<file path="src/design/nsc_pkg.sv">
`timescale 1ns / 1ps
package nsc_pkg;

  localparam int LineDepth = 64;
  localparam int AddrW     = $clog2(LineDepth);
  localparam int LenW      = $clog2(LineDepth + 1);

  localparam int ByteW     = 8;
  localparam int PrefixW   = 64;
  localparam int PlenW     = 4;
  localparam int MaxPrefix = PrefixW / ByteW;

  localparam int CfgIdxW   = 2;
  localparam int CfgDataW  = 64;

  localparam logic [CfgIdxW-1:0] CfgPrefixChars  = CfgIdxW'(0);
  localparam logic [CfgIdxW-1:0] CfgPrefixLength = CfgIdxW'(1);

  localparam logic [ByteW-1:0] ChDollar = 8'h24;
  localparam logic [ByteW-1:0] ChStar   = 8'h2A;

  typedef enum logic [1:0] {
    PH_HUNT,
    PH_BODY,
    PH_HEX1,
    PH_HEX2
  } phase_t;

  typedef enum logic {
    CS_PARSE,
    CS_EMIT
  } ctrl_state_t;

  typedef struct packed {
    logic       bad;
    logic [3:0] value;
  } hex_digit_t;

  function automatic hex_digit_t hex_decode(input logic [ByteW-1:0] c);
    hex_digit_t d;
    d.bad   = 1'b0;
    d.value = 4'h0;
    if (c >= 8'h30 && c <= 8'h39) begin
      d.value = 4'(c - 8'h30);
    end else if (c >= 8'h41 && c <= 8'h46) begin
      d.value = 4'(c - 8'h37);
    end else if (c >= 8'h61 && c <= 8'h66) begin
      d.value = 4'(c - 8'h57);
    end else begin
      d.bad = 1'b1;
    end
    return d;
  endfunction

endpackage

</file>
<file path="src/design/nsc_if.sv">
`timescale 1ns / 1ps

interface nsc_in_if import nsc_pkg::*; ();
  logic             valid;
  logic             ready;
  logic [ByteW-1:0] rx_byte;

  modport source (output valid, output rx_byte, input ready);
  modport sink   (input valid, input rx_byte, output ready);
endinterface

interface nsc_out_if import nsc_pkg::*; ();
  logic             valid;
  logic             ready;
  logic [ByteW-1:0] line_byte;
  logic             last_of_line;
  logic             empty_line;

  modport source (output valid, output line_byte, output last_of_line, output empty_line,
                  input ready);
  modport sink   (input valid, input line_byte, input last_of_line, input empty_line,
                  output ready);
endinterface

interface nsc_cfg_if import nsc_pkg::*; ();
  logic                valid;
  logic                ready;
  logic [CfgIdxW-1:0]  index;
  logic [CfgDataW-1:0] data;

  modport source (output valid, output index, output data, input ready);
  modport sink   (input valid, input index, input data, output ready);
endinterface

</file>
<file path="src/design/nmea_sentence_checker_unit.sv">
`timescale 1ns / 1ps
// Parsing takes one received byte per cycle while input is ready; the line store is written as
// body bytes arrive. An accepted sentence starts its results after the second checksum digit,
// via the emit state, the store read and the output register, then one result per cycle unless
// output stalls, set by the single read port of the line store; input stalls until the last
// read is issued. An empty remainder gives one result in the cycle after the checksum digit.
// Reset clears the parser, the emit control and the prefix registers; the store is not cleared.
module nmea_sentence_checker_unit import nsc_pkg::*; (
  input  logic       clk,
  input  logic       rst,
  nsc_in_if.sink     in_ch,
  nsc_out_if.source  out_ch,
  nsc_cfg_if.sink    cfg
);

  // configuration
  logic [PrefixW-1:0] prefix_chars;
  logic [PlenW-1:0]   prefix_length;

  // parser state
  ctrl_state_t        state, state_next;
  phase_t             phase, phase_next;
  logic [ByteW-1:0]   running_xor, running_xor_next;
  logic [3:0]         high_nibble, high_nibble_next;
  logic [LenW-1:0]    body_length, body_length_next;
  logic               prefix_ok, prefix_ok_next;
  logic [LenW-1:0]    rd_addr, rd_addr_next;

  // line store and read stage
  logic [ByteW-1:0]   line_store [LineDepth];
  logic               mem_we;
  logic [AddrW-1:0]   mem_wa;
  logic               rd_issue;
  logic               rd_valid, rd_valid_next;
  logic [ByteW-1:0]   rd_data;
  logic               rd_last;

  // output register
  logic               out_valid, out_valid_next;
  logic [ByteW-1:0]   out_byte;
  logic               out_last;
  logic               out_empty;
  logic               ld_empty;
  logic               adv;
  logic               out_free;

  logic               in_fire;
  logic [PlenW-1:0]   plen;
  logic [ByteW-1:0]   want;
  hex_digit_t         hd;

  assign cfg.ready = 1'b1;

  always_ff @(posedge clk) begin
    if (rst) begin
      prefix_chars  <= '0;
      prefix_length <= '0;
    end else if (cfg.valid) begin
      case (cfg.index)
        CfgPrefixChars:  prefix_chars  <= cfg.data;
        CfgPrefixLength: prefix_length <= cfg.data[PlenW-1:0];
        default: ;
      endcase
    end
  end

  assign plen     = (prefix_length > PlenW'(MaxPrefix)) ? PlenW'(MaxPrefix) : prefix_length;
  assign want     = prefix_chars[{body_length[2:0], 3'b000} +: ByteW];
  assign hd       = hex_decode(in_ch.rx_byte);
  assign out_free = !out_valid || out_ch.ready;
  assign adv      = rd_valid && out_free;

  // hold input during emission, and before a final digit while results still drain
  assign in_ch.ready = (state == CS_PARSE) &&
                       ((phase != PH_HEX2) || (!out_valid && !rd_valid));
  assign in_fire     = in_ch.valid && in_ch.ready;

  always_comb begin
    state_next       = state;
    phase_next       = phase;
    running_xor_next = running_xor;
    high_nibble_next = high_nibble;
    body_length_next = body_length;
    prefix_ok_next   = prefix_ok;
    rd_addr_next     = rd_addr;
    mem_we           = 1'b0;
    mem_wa           = body_length[AddrW-1:0];
    ld_empty         = 1'b0;
    rd_issue         = 1'b0;

    case (state)
      CS_PARSE: begin
        if (in_fire) begin
          case (phase)
            PH_HUNT: begin
              if (in_ch.rx_byte == ChDollar) begin
                phase_next       = PH_BODY;
                running_xor_next = '0;
                high_nibble_next = '0;
                body_length_next = '0;
                prefix_ok_next   = 1'b1;
              end
            end
            PH_BODY: begin
              if (in_ch.rx_byte == ChStar) begin
                phase_next = PH_HEX1;
              end else if (body_length >= LenW'(LineDepth)) begin
                phase_next = PH_HUNT;
              end else begin
                if (body_length < LenW'(plen) && want != in_ch.rx_byte) begin
                  prefix_ok_next = 1'b0;
                end
                mem_we           = 1'b1;
                body_length_next = body_length + LenW'(1);
                running_xor_next = running_xor ^ in_ch.rx_byte;
              end
            end
            PH_HEX1: begin
              if (hd.bad) begin
                phase_next = PH_HUNT;
              end else begin
                high_nibble_next = hd.value;
                phase_next       = PH_HEX2;
              end
            end
            PH_HEX2: begin
              phase_next = PH_HUNT;
              if (!hd.bad && {high_nibble, hd.value} == running_xor && prefix_ok &&
                  body_length >= LenW'(plen)) begin
                if (body_length == LenW'(plen)) begin
                  ld_empty = 1'b1;
                end else begin
                  state_next   = CS_EMIT;
                  rd_addr_next = LenW'(plen);
                end
              end
            end
            default: phase_next = PH_HUNT;
          endcase
        end
      end
      CS_EMIT: begin
        if (!rd_valid || adv) begin
          rd_issue     = 1'b1;
          rd_addr_next = rd_addr + LenW'(1);
          if (rd_addr + LenW'(1) == body_length) begin
            state_next = CS_PARSE;
          end
        end
      end
      default: state_next = CS_PARSE;
    endcase

    if (rd_issue) begin
      rd_valid_next = 1'b1;
    end else if (adv) begin
      rd_valid_next = 1'b0;
    end else begin
      rd_valid_next = rd_valid;
    end

    if (adv || ld_empty) begin
      out_valid_next = 1'b1;
    end else if (out_ch.ready) begin
      out_valid_next = 1'b0;
    end else begin
      out_valid_next = out_valid;
    end
  end

  always_ff @(posedge clk) begin
    if (rst) begin
      state       <= CS_PARSE;
      phase       <= PH_HUNT;
      running_xor <= '0;
      high_nibble <= '0;
      body_length <= '0;
      prefix_ok   <= 1'b1;
      rd_addr     <= '0;
      rd_valid    <= 1'b0;
      out_valid   <= 1'b0;
    end else begin
      state       <= state_next;
      phase       <= phase_next;
      running_xor <= running_xor_next;
      high_nibble <= high_nibble_next;
      body_length <= body_length_next;
      prefix_ok   <= prefix_ok_next;
      rd_addr     <= rd_addr_next;
      rd_valid    <= rd_valid_next;
      out_valid   <= out_valid_next;
    end
  end

  // writes happen only while parsing and reads only while emitting, so no forwarding
  always_ff @(posedge clk) begin
    if (mem_we) begin
      line_store[mem_wa] <= in_ch.rx_byte;
    end
  end

  always_ff @(posedge clk) begin
    if (rd_issue) begin
      rd_data <= line_store[rd_addr[AddrW-1:0]];
      rd_last <= (rd_addr + LenW'(1) == body_length);
    end
  end

  always_ff @(posedge clk) begin
    if (ld_empty) begin
      out_byte  <= '0;
      out_last  <= 1'b1;
      out_empty <= 1'b1;
    end else if (adv) begin
      out_byte  <= rd_data;
      out_last  <= rd_last;
      out_empty <= 1'b0;
    end
  end

  assign out_ch.valid        = out_valid;
  assign out_ch.line_byte    = out_byte;
  assign out_ch.last_of_line = out_last;
  assign out_ch.empty_line   = out_empty;

  a_len_bound: assert property (@(posedge clk) disable iff (rst)
    body_length <= LenW'(LineDepth))
    else $error("body length beyond line store depth");

  a_read_in_body: assert property (@(posedge clk) disable iff (rst)
    rd_issue |-> (rd_addr < body_length) && (phase == PH_HUNT))
    else $error("store read outside stored body");

  a_read_hold: assert property (@(posedge clk) disable iff (rst)
    rd_valid && !out_free |=> rd_valid && $stable(rd_data) && $stable(rd_last))
    else $error("stalled read data lost");

  a_empty_clean: assert property (@(posedge clk) disable iff (rst)
    ld_empty |-> !rd_valid && !out_valid && (state_next == CS_PARSE))
    else $error("empty line result collides with pending results");

  a_emit_ends_last: assert property (@(posedge clk) disable iff (rst)
    (state == CS_EMIT) && (state_next == CS_PARSE) |=> rd_valid && rd_last)
    else $error("emission ended without last result");

endmodule
</file>
<file path="src/flat_wrapper.sv">
// flat-port wrapper written by rule: the top's interface ports become plain ports
module nmea_sentence_checker_unit_flat import nsc_pkg::*;
  (clk, rst, in_ch_valid, in_ch_rx_byte, in_ch_ready, out_ch_valid, out_ch_line_byte, out_ch_last_of_line, out_ch_empty_line, out_ch_ready, cfg_valid, cfg_index, cfg_data, cfg_ready);
  nsc_in_if in_ch_i ();
  nsc_out_if out_ch_i ();
  nsc_cfg_if cfg_i ();
  input  logic clk;
  input  logic rst;
  input wire logic [$bits(in_ch_i.valid)-1:0] in_ch_valid;
  input wire logic [$bits(in_ch_i.rx_byte)-1:0] in_ch_rx_byte;
  output wire logic [$bits(in_ch_i.ready)-1:0] in_ch_ready;
  output wire logic [$bits(out_ch_i.valid)-1:0] out_ch_valid;
  output wire logic [$bits(out_ch_i.line_byte)-1:0] out_ch_line_byte;
  output wire logic [$bits(out_ch_i.last_of_line)-1:0] out_ch_last_of_line;
  output wire logic [$bits(out_ch_i.empty_line)-1:0] out_ch_empty_line;
  input wire logic [$bits(out_ch_i.ready)-1:0] out_ch_ready;
  input wire logic [$bits(cfg_i.valid)-1:0] cfg_valid;
  input wire logic [$bits(cfg_i.index)-1:0] cfg_index;
  input wire logic [$bits(cfg_i.data)-1:0] cfg_data;
  output wire logic [$bits(cfg_i.ready)-1:0] cfg_ready;
  assign in_ch_i.valid = in_ch_valid;
  assign in_ch_i.rx_byte = in_ch_rx_byte;
  assign in_ch_ready = in_ch_i.ready;
  assign out_ch_valid = out_ch_i.valid;
  assign out_ch_line_byte = out_ch_i.line_byte;
  assign out_ch_last_of_line = out_ch_i.last_of_line;
  assign out_ch_empty_line = out_ch_i.empty_line;
  assign out_ch_i.ready = out_ch_ready;
  assign cfg_i.valid = cfg_valid;
  assign cfg_i.index = cfg_index;
  assign cfg_i.data = cfg_data;
  assign cfg_ready = cfg_i.ready;
  nmea_sentence_checker_unit u_core (.clk(clk), .rst(rst), .in_ch(in_ch_i), .out_ch(out_ch_i), .cfg(cfg_i));
endmodule
</file>
<file path="config.mk">
export PLATFORM = sky130hd
export DESIGN_NAME = nmea_sentence_checker_unit_flat
export DESIGN_NICKNAME = d
export VERILOG_FILES = /design/src/design/nsc_pkg.sv /design/src/design/nsc_if.sv /design/src/design/nmea_sentence_checker_unit.sv /design/src/flat_wrapper.sv
export SDC_FILE = /design/constraint.sdc
export NUM_CORES = 1
export LEC_CHECK = 0
export BUFFER_PORTS_ARGS = -buffer_cell sky130_fd_sc_hd__buf_2
export CAP_MARGIN = 20
export CORE_MARGIN = 2
export CORE_UTILIZATION = 40
export CTS_CLUSTER_SIZE = 40
export DETAILED_ROUTE_END_ITERATION = 6
export PLACE_DENSITY = 0.52
export SLEW_MARGIN = 0
export SYNTH_ARGS = -nofsm -noshare
export SYNTH_HDL_FRONTEND = slang
export SYNTH_SLANG_ARGS = --single-unit
</file>
<file path="constraint.sdc">
create_clock -name clk -period 3.4 [get_ports clk]
set_clock_uncertainty 0.05 [all_clocks]
set_input_delay 0.17 -clock clk [delete_from_list [all_inputs] [get_ports clk]]
set_output_delay 0.17 -clock clk [all_outputs]
set_load 0.005 [all_outputs]
</file>
==> metrics.csv, run 1 <==
stage,metric,value,unit
clocking,CTS max path bufs,3,
clocking,CTS Buf Count,68,
clocking,TritonCTS clock tree,done,
logic_synthesis,"Cell Area, Synth",25480,um^2
logic_synthesis,Mapped Cells,1496,
detailed_routing,Residual DRC,0,
logic_synthesis,Synth top cells by count,"edfxtp_1, mux4_2, nand2_1",
logic_synthesis,Seq cells post-synth,631,
detailed_routing,DR iter-0 viols,1064,
global_route,pin count of the biggest net entering global routing,70,
pwr,pwr/cell area,530.9,nW/um^2
logic_synthesis,most common cell in the netlist,edfxtp_1,
job,max-cap viol count,0,
placed_design,# port buffers,90,
logic_synthesis,top post-synthesis cells by area,"edfxtp_1, mux4_2, dfxtp_1",
sta,Tcrit/Tclk final,85.19,%
layout,area grow syn2layout,20.18,%
layout,# fillers,5387,
pwr,Psw,3.276,mW
clocking,H-tree depth,3,
sta,Max Fclk,345.2,MHz
floorplanning,Initial Util,40.40,%
clocking,post-cts repair resize count,0,
floorplanning,Die Wd,256.4,um
setup_path,CP max FO,16,
layout,layout cell share with drive strength beyond 1,28.03,%
logic_synthesis,"Seq/Total Area, Yosys",70.04,%
setup_path,crit path launch,u_core.rd_addr[0],
detailed_routing,via count,14150,
sta,final hold violations,0,
pwr,Clock power frac,45.7,%
clocking,CTS clock-pin slew for the worst setup and hold paths,0.06,ns
floorplanning,row count,92,
logic_synthesis,Synth area leader,edfxtp_1,
floorplanning,I/O Pins,92,
hold_path,HP Start,in_ch_rx_byte[2],
setup_path,worst path cell trace,"buf_12, buf_4, mux4_2, mux4_2, mux4_2",
pwr,Sw Ratio,20.15,%
detailed_routing,Vias/cell,5.327,
detailed_routing,DR WL/cell,24.41,um
outcome,status,"finished, final reports clean",
sta,fin. max-slew vios,0,
floorplanning,Core Region,63080,um^2
floorplanning,DIE HEIGHT,256.4,um
global_route,aggregate global-route resource usage,19.91,%
sta,Slew HR,37.60,%
floorplanning,die area,65740,um^2
setup_path,"slowest stage delay, CP",0.60,ns
pwr,VDD IR-drop max,0.0003559,V
detailed_routing,final WL,64840,um
detailed_routing,"antenna viol nets, final",0,
logic_synthesis,Syn Area/Cell,17.03,um^2
placed_design,pre-CTS setup slack,0.4888,ns
logic_synthesis,Yosys top cell area share,61.40,%
pwr,register share of total power,51.7,%
clocking,clk sinks,631,
global_route,first-pass GRT wire length,96050,um
setup_path,CP arrival,3.17,ns
sta,Final Critical Period,2.897,ns
global_route,vias in the first global route,14690,
global_route,number of antenna violations at the first check in global routing,5,
setup_path,"slowest stage cell, crit path",dfxtp_4,
sta,setup_tns,0,ns
placed_design,Final GP Congestion,0.7579,
setup_path,crit start category,register,
pwr,Lkg Pwr,9.959,nW
detailed_routing,drt pass-1 iters,5,
pwr,Gate power share,2.6,%
global_route,grt ovf,0,
logic_synthesis,"FFs w/ async S/R, synth",0,%
sta,unrepaired setup endpoints after global routing,no,
setup_path,Critical Path RT,3.68,ns
setup_path,"most used cell, CP",mux4_2,
logic_synthesis,number of synthesized flops with an enable pin,521,
setup_path,Critical R2R Launch,u_core.rd_addr[0],
placed_design,HPWL Detailed,41800,um
hold_path,Hold WC Path Type,input pin to register,
setup_path,FF-to-FF setup slack,0.50,ns
sta,"Setup violations, final",0,
layout,Layout Nets,1843,
setup_path,Crit Path Category,register to register,
sta,final worst setup slack,0.5035,ns
clocking,CTS root buf,clkbuf_16,
pwr,cell-internal power,12.98,mW
logic_synthesis,post-synth cell types,73,
logic_synthesis,synthesized net count,1585,
logic_synthesis,ys flop type,edfxtp_1,
sta,Worst Tran Pin Value,0.9360,ns
setup_path,Setup crit end kind,register,
logic_synthesis,Yosys Warn Count,0,
clocking,worst skew pair latency,0.60,ns
## area by class of cell
cell class | count | area [um^2] | share of cell area, %
antenna | 1 | 2.502 | 0.008171
clock buffer | 91 | 1882 | 6.145
clock inverter | 34 | 376.6 | 1.230
inverter | 12 | 45.04 | 0.1471
multi-input combinational | 764 | 7216 | 23.56
sequential | 631 | 17860 | 58.31
tap | 846 | 1059 | 3.456
timing repair buffer | 277 | 2187 | 7.142
## layout by cell type, fill, tap and decap left out, types with 13 or more instances in the layout
cell           count
nor2_1           122
dlygate4sd3_1     68
edfxtp_1         521
xnor2_1           16
a21oi_1           81
buf_2             90
mux4_2           170
clkbuf_16         71
clkbuf_1          17
xor2_1            23
buf_12            13
buf_4            106
dfxtp_1          106
nand2_1          170
mux2i_1           24
## through the flow
step | power [mW] | area (um^2) | hold slack [ns] | utilization (%) | cells
2_1_floorplan | 8.697 | 25480 | 0.2189 | - | 1496
3_3_place_gp | 8.920 | 27680 | 0.3604 | 43.88 | 2462
3_5_place_dp | 8.929 | 27680 | 0.3682 | 43.88 | 2462
4_1_cts | 16.44 | 30620 | 0.03624 | 48.54 | 2655
5_1_grt | 16.76 | 30620 | 0.07275 | 48.55 | 2656
6_report | 16.26 | 30620 | 0.07531 | 48.55 | 2656
## logic make-up after synthesis
| kind of cell | share of synthesized area [%] |
|---|---|
| flip-flops | 70.04 |
| AND/OR/NAND/NOR | 6.280 |
| multiplexers | 16.14 |
| AO/OA/AOI/OAI | 3.963 |
| buffers and inverters | 1.665 |
| XOR/XNOR | 1.404 |
| adder cells (fa/ha/maj) | 0.4910 |
| other | 0.01472 |
## power groups by stage
| stage | Sequential [mW] | Clock, mW | Combinational, mW |
|---|---|---|---|
| 6_report | 8.40 | 7.44 | 0.418 |
| 2_1_floorplan | 8.56 | 0 | 0.133 |
| 4_1_cts | 8.40 | 7.62 | 0.422 |
| 5_1_grt | 8.40 | 7.90 | 0.458 |
| 3_5_place_dp | 8.57 | 0 | 0.361 |
| 3_3_place_gp | 8.57 | 0 | 0.354 |
## critical path: cells and delay by family (launching register included)
family   cells  cell delay (ns)
mux          3             1.53
buf+inv      2             0.44
flops        1             0.60
## final timing paths
path / end / depth (start not counted)
setup / recovery: u_core.rd_data[2] / 5
hold / removal: u_core.running_xor[2] / 4
setup reg to reg: u_core.rd_data[2] / 5
hold reg to reg: u_core.prefix_chars[54] / 2
## sequential cells by signal, indices dropped and copies added, names as in the netlist, 2 cells and up
register,flops
u_core.body_length,7
u_core.prefix_length,4
u_core.rd_data,8
u_core.rd_addr,7
u_core.running_xor,8
u_core.phase,2
u_core.prefix_chars,64
u_core.line_store,512
u_core.out_ch.line_byte,8
u_core.high_nibble,4
## repair_timing
| action | CTS | global route |
|---|---|---|
| buffers inserted | 0 | 0 |
| hold endpoints to repair | 90 | 0 |
| hold buffers | 68 | 0 |
## layer usage
metal	wire, um	GRT usage (%)	vias to the layer above
met4	1604	5.620	0
met5	0	0	-
met1	28200	27.02	7334
li1	-	-	6366
met2	31770	32.85	356
met3	3272	3.875	92
(Power assumes the default switching activity.)
==> run 2: changes to the inputs <==
--- a/config.mk
+++ b/config.mk
@@ -5,13 +5,13 @@
 export SDC_FILE = /design/constraint.sdc
 export NUM_CORES = 1
 export LEC_CHECK = 0
-export BUFFER_PORTS_ARGS = -buffer_cell sky130_fd_sc_hd__buf_2
 export CAP_MARGIN = 20
 export CORE_MARGIN = 2
 export CORE_UTILIZATION = 40
 export CTS_CLUSTER_SIZE = 40
 export DETAILED_ROUTE_END_ITERATION = 6
-export PLACE_DENSITY = 0.52
+export DONT_BUFFER_PORTS = 1
+export PLACE_DENSITY = 0.5
 export SLEW_MARGIN = 0
 export SYNTH_ARGS = -nofsm -noshare
 export SYNTH_HDL_FRONTEND = slang
==> metrics.csv, run 2 (synthesized netlist as in run 1, its figures left out) <==
stage,metric,value,unit,change
floorplanning,row count,92,,unchanged
global_route,first-pass GRT wire length,99440,um,+3.5%
floorplanning,DIE HEIGHT,256.4,um,unchanged
clocking,CTS clock-pin slew for the worst setup and hold paths,0.06,ns,about the same
layout,FF+latch area,17860,um^2,unchanged
detailed_routing,Vias/cell,5.483,,+2.9%
clocking,post-cts repair resize count,0,,unchanged
sta,Final Critical Period,2.958,ns,+0.06187 ns
clocking,H-tree depth,3,,unchanged
sta,Worst Tran Pin Value,0.9974,ns,+0.06141 ns
detailed_routing,via count,14070,,-0.56%
detailed_routing,drt pass-1 iters,5,,unchanged
sta,tightest hold margin,0.02732,ns,-0.04800 ns
sta,Tcrit/Tclk final,87.01,%,+1.8 points
layout,Inserted Diodes,0,,-1
clocking,TritonCTS clock tree,done,,
global_route,aggregate global-route resource usage,20.86,%,+0.95 points
pwr,Tot Pwr,16.15,mW,-0.65%
layout,# fillers,5437,,+0.93%
placed_design,Final GP Congestion,0.7950,,+4.9%
sta,fin. max-slew vios,0,,unchanged
placed_design,# port buffers,0,,-100%
pwr,VDD IR-drop max,0.0003409,V,-4.2%
setup_path,"slowest stage delay, CP",0.65,ns,+0.05 ns
layout,Reg with most FFs,u_core.line_store,,
clocking,CTS max path bufs,3,,unchanged
job,max-cap viol count,0,,unchanged
detailed_routing,DR iter-0 viols,1156,,+8.6%
layout,Layout Nets,1754,,-4.8%
setup_path,Crit Path Category,input pin to register,,
global_route,number of antenna violations at the first check in global routing,1,,-4
pwr,Lkg Pwr,9.651,nW,-3.1%
sta,"Setup violations, final",0,,unchanged
global_route,pin count of the biggest net entering global routing,87,,+24%
floorplanning,die area,65740,um^2,unchanged
layout,"commonest cells after routing, fill and taps aside","edfxtp_1, nand2_1, mux4_2, nor2_1, dfxtp_1",,
hold_path,Hold WC Path Type,input pin to register,,
clocking,CTS Buf Count,71,,+4.4%
layout,Largest register FFs,512,,unchanged
setup_path,Setup crit end kind,register,,
layout,Multi-input gate area,7216,um^2,unchanged
detailed_routing,DR WL/cell,26.47,um,+8.4%
setup_path,CP arrival,3.39,ns,+0.22 ns
floorplanning,Die Wd,256.4,um,unchanged
layout,area grow syn2layout,18.76,%,
sta,final hold violations,0,,unchanged
global_route,vias in the first global route,14430,,-1.8%
sta,setup_tns,0,ns,unchanged
placed_design,HPWL Detailed,40420,um,-3.3%
detailed_routing,Residual DRC,0,,unchanged
setup_path,worst path cell trace,"dlygate4sd3_1, inv_1, ha_1, o21bai_2, a2111oi_4, o21ba_1, or4_4, nor3_4, nor4_1, a211o_1",,
sta,Max Fclk,338.0,MHz,-2.1%
clocking,clk sinks,631,,unchanged
setup_path,Critical Path RT,3.83,ns,+0.15 ns
setup_path,"slowest stage cell, crit path",dlygate4sd3_1,,
clocking,worst skew pair latency,0.60,ns,about the same
detailed_routing,final WL,67930,um,+4.8%
setup_path,crit start category,input pin,,
layout,"commonest non-fill, non-tap cell in the layout",edfxtp_1,,
floorplanning,Core Region,63080,um^2,unchanged
clocking,CTS root buf,clkbuf_16,,
sta,Slew HR,33.50,%,-4.1 points
layout,Largest regs,"u_core.line_store x512, u_core.prefix_chars x64",,
outcome,status,"finished, final reports clean",,
floorplanning,Initial Util,40.40,%,unchanged
layout,layout cell share with drive strength beyond 1,23.02,%,-5.0 points
global_route,grt ovf,0,,unchanged
sta,unrepaired setup endpoints after global routing,no,,
setup_path,CP max FO,7,,-9
pwr,pwr/cell area,533.7,nW/um^2,+0.53%
detailed_routing,"antenna viol nets, final",0,,unchanged
floorplanning,I/O Pins,92,,unchanged
[run 2: repair_timing]
action | 4_1_cts | 5_1_grt
hold endpoints to repair | 605 | 0
buffers inserted | 0 | 0
hold buffers | 91 | 0
[run 2: path summary, 6_finish.rpt]
| kind | depth (start not counted) | startpoint | slack [ns] | endpoint |
|---|---|---|---|---|
| max | 10 | in_ch_rx_byte[1] | 0.44 | u_core.rd_addr[2] |
| min | 3 | cfg_valid | 0.03 | u_core.prefix_length[1] |
| max reg2reg | 5 | u_core.rd_addr[0] | 0.59 | u_core.rd_data[2] |
| min reg2reg | 2 | u_core.prefix_chars[61] | 0.40 | u_core.prefix_chars[61] |
[run 2: layout make-up]
| class | instances | area share (%) |
|---|---|---|
| flip-flops and latches | 631 | 59.01 |
| clock inverters | 26 | 0.8228 |
| well taps | 846 | 3.498 |
| repair buffers | 185 | 6.152 |
| inverters | 12 | 0.1488 |
| clock buffers | 102 | 6.528 |
| multi-input cells | 764 | 23.84 |
[run 2: layer usage]
layer	vias to the layer above	wire, um	track usage, %
met5	-	0	0
met4	0	1518	5.879
met3	90	3854	4.280
met2	408	33180	34.07
met1	7391	29380	28.47
li1	6180	-	-
[run 2: worst max-delay path, delay by kind of cell]
| family | cells | cell delay, ns |
|---|---|---|
| buffers and inverters | 2 | 0.89 |
| AOI/OAI and AO/OA | 4 | 0.97 |
| and+or+nand+nor | 3 | 1.08 |
| adders and majority gates | 1 | 0.28 |
[run 2: power breakdown]
group | leakage (nW) | switching [mW] | internal (mW)
logic | 3.00 | 0.234 | 0.148
registers | 5.58 | 0.0205 | 8.38
clock network | 1.08 | 3.01 | 4.36
[run 2: through the flow]
stage               area (um^2)  util [%]  std cells  setup WS (ns)
detailed placement        26970     42.75       2347         0.5306
global placement          26970     42.75       2347         0.5590
CTS                       30260     47.97       2566         0.4846
finish                    30260     47.97       2566         0.4416
global route              30260     47.97       2566         0.3557
floorplan                 25480         -       1496         0.6007
==> run 3: changes to the inputs <==
--- a/config.mk
+++ b/config.mk
@@ -6,11 +6,13 @@
 export NUM_CORES = 1
 export LEC_CHECK = 0
 export CAP_MARGIN = 20
+export CORE_ASPECT_RATIO = 0.8
 export CORE_MARGIN = 2
 export CORE_UTILIZATION = 40
 export CTS_CLUSTER_SIZE = 40
 export DETAILED_ROUTE_END_ITERATION = 6
 export DONT_BUFFER_PORTS = 1
+export MAX_ROUTING_LAYER = met4
 export PLACE_DENSITY = 0.5
 export SLEW_MARGIN = 0
 export SYNTH_ARGS = -nofsm -noshare
==> metrics.csv, run 3 (synthesized netlist as in run 1, its figures left out) <==
stage,metric,value,unit,change
sta,final worst setup slack,0.4789,ns,+0.03729 ns
global_route,grt ovf,0,,unchanged
sta,unrepaired setup endpoints after global routing,no,,
hold_path,HP Start,in_ch_rx_byte[0],,
setup_path,CP Buf/Inv Count,1,,-1
sta,"Setup violations, final",0,,unchanged
placed_design,Post-Place Cells,2347,,unchanged
clocking,clk sinks,631,,unchanged
setup_path,Levels on crit path,4,,-6
setup_path,cell family with most CP delay,multiplexers,,
clocking,post-cts repair resize count,0,,unchanged
clocking,CTS root buf,clkbuf_16,,
detailed_routing,DR iter-0 viols,1336,,+16%
clocking,Post-CTS Setup Repair Bufs,0,,unchanged
layout,Largest regs,"u_core.line_store x512, u_core.prefix_chars x64",,
global_route,GR Util met3,5.367,%,+1.1 points
layout,"commonest cells after routing, fill and taps aside","edfxtp_1, nand2_1, mux4_2, nor2_1, dfxtp_1",,
detailed_routing,DR WL/cell,26.80,um,+1.3%
clocking,CTS max path bufs,3,,unchanged
clocking,TritonCTS clock tree,done,,
pwr,pwr/cell area,535.0,nW/um^2,+0.23%
layout,Reg with most FFs,u_core.line_store,,
global_route,pin count of the biggest net entering global routing,87,,unchanged
detailed_routing,"antenna viol nets, final",0,,unchanged
setup_path,Setup crit end kind,register,,
setup_path,Critical R2R Launch,u_core.rd_addr[0],,
hold_path,Hold WC Path Type,input pin to register,,
floorplanning,Die Wd,286.2,um,+12%
floorplanning,die area,65750,um^2,about the same
placed_design,# port buffers,0,,unchanged
clocking,CTS clock-pin slew for the worst setup and hold paths,0.06,ns,about the same
outcome,status,"finished, final reports clean",,
layout,layout cell share with drive strength beyond 1,23.59,%,+0.57 points
detailed_routing,Residual DRC,0,,unchanged
layout,Largest register FFs,512,,unchanged
global_route,routing usage on met1,32.68,%,+4.2 points
floorplanning,DIE HEIGHT,229.8,um,-10%
setup_path,worst path cell trace,"buf_4, mux4_2, mux4_2, mux4_2",,
detailed_routing,Vias/cell,5.495,,+0.23%
setup_path,CP max FO,15,,+8
setup_path,"slowest stage delay, CP",0.60,ns,-0.05 ns
global_route,met2 usage,29.96,%,-4.1 points
layout,Final Instance Area,30350,um^2,+0.29%
setup_path,Crit Path Category,register to register,,
clocking,# hold bufs at CTS,94,,+3.3%
clocking,CTS Buf Count,67,,-5.6%
placed_design,Final GP Congestion,0.8017,,+0.84%
sta,Slew HR,39.76,%,+6.3 points
job,max-cap viol count,0,,unchanged
sta,final hold violations,0,,unchanged
floorplanning,I/O Pins,92,,unchanged
sta,Final Critical Period,2.921,ns,-0.03730 ns
floorplanning,Initial Util,40.58,%,+0.19 points
sta,setup_tns,0,ns,unchanged
global_route,vias in the first global route,14100,,-2.2%
setup_path,Critical Path RT,3.68,ns,-0.15 ns
detailed_routing,drt pass-1 iters,7,,+2
pwr,Tot Pwr,16.24,mW,+0.52%
placed_design,pre-CTS setup slack,0.4545,ns,-0.07619 ns
sta,Tcrit/Tclk final,85.91,%,-1.1 points
sta,Worst Tran Pin Value,0.9036,ns,-0.09388 ns
global_route,busiest grt layer,met1,,
global_route,aggregate global-route resource usage,21.76,%,+0.90 points
floorplanning,row count,82,,-11%
placed_design,HPWL Detailed,41350,um,+2.3%
global_route,first-pass GRT wire length,99450,um,about the same
setup_path,CP arrival,3.20,ns,-0.19 ns
pwr,VDD IR-drop max,0.0003329,V,-2.4%
pwr,Lkg Pwr,9.704,nW,+0.55%
sta,tightest hold margin,0.02873,ns,+0.001417 ns
floorplanning,Core Region,62790,um^2,-0.46%
setup_path,R2R cell count,4,,-1
hold_path,WHS Path Cells,5,,+2
sta,Max Fclk,342.3,MHz,+1.3%
setup_path,"most used cell, CP",mux4_2,,
layout,Layout Nets,1759,,+0.29%
sta,fin. max-slew vios,0,,unchanged
detailed_routing,via count,14080,,+0.071%
setup_path,crit start category,register,,
detailed_routing,final WL,68670,um,+1.1%
placed_design,placed cell areas,27020,um^2,+0.19%
clocking,worst skew pair latency,0.60,ns,about the same
layout,Post-Route Utilization,48.33,%,+0.36 points
clocking,H-tree depth,3,,unchanged
setup_path,crit path launch,u_core.rd_addr[0],,
setup_path,"slowest stage cell, crit path",dfxtp_4,,
global_route,number of antenna violations at the first check in global routing,3,,+2
layout,area grow syn2layout,19.10,%,
layout,"non-filler cells, final",2562,,-0.16%
layout,"commonest non-fill, non-tap cell in the layout",edfxtp_1,,
==> run 3: cell types whose count changed in the layout (fill, tap and decap cells not counted), moves of 2 or more <==
cell / change
clkbuf_2: +2
bufinv_16: +3
clkbuf_16: -2
dlygate4sd3_1: +3
clkbuf_1: -11
buf_4: +5
==> run 3: final timing paths <==
check	end	slack [ns]
hold / removal	u_core.high_nibble[0]	0.03
setup / recovery	u_core.rd_data[6]	0.48
hold reg to reg	u_core.prefix_chars[16]	0.40
setup reg to reg	u_core.rd_data[6]	0.48
==> run 3: cell type report <==
cell class | instances | area, um^2
tap | 840 | 1051
antenna | 1 | 2.502
clock inverter | 28 | 320.3
inverter | 12 | 45.04
timing repair buffer | 194 | 1949
multi-input combinational | 764 | 7216
clock buffer | 92 | 1908
fill | 5300 | 32440
sequential | 631 | 17860
==> run 3: power breakdown <==
part,leakage [nW],switching (mW),internal (mW)
clock,1.09,2.98,4.46
combinational,3.04,0.241,0.150
sequential,5.58,0.0200,8.38
total,9.70,3.24,13.0
==> run 3: routing by layer <==
metal / wire [um] / part of all wire [%]
met4: 1056 / 1.5
met2: 29850 / 43
met1: 32820 / 48
met5: 0 / 0
met3: 4943 / 7.2
==> run 3: worst reg2reg max path, delay by kind of cell (launching register included) <==
family                 cells  cell delay (ns)
buffers and inverters      1             0.37
flip-flops                 1             0.60
multiplexers               3             1.64
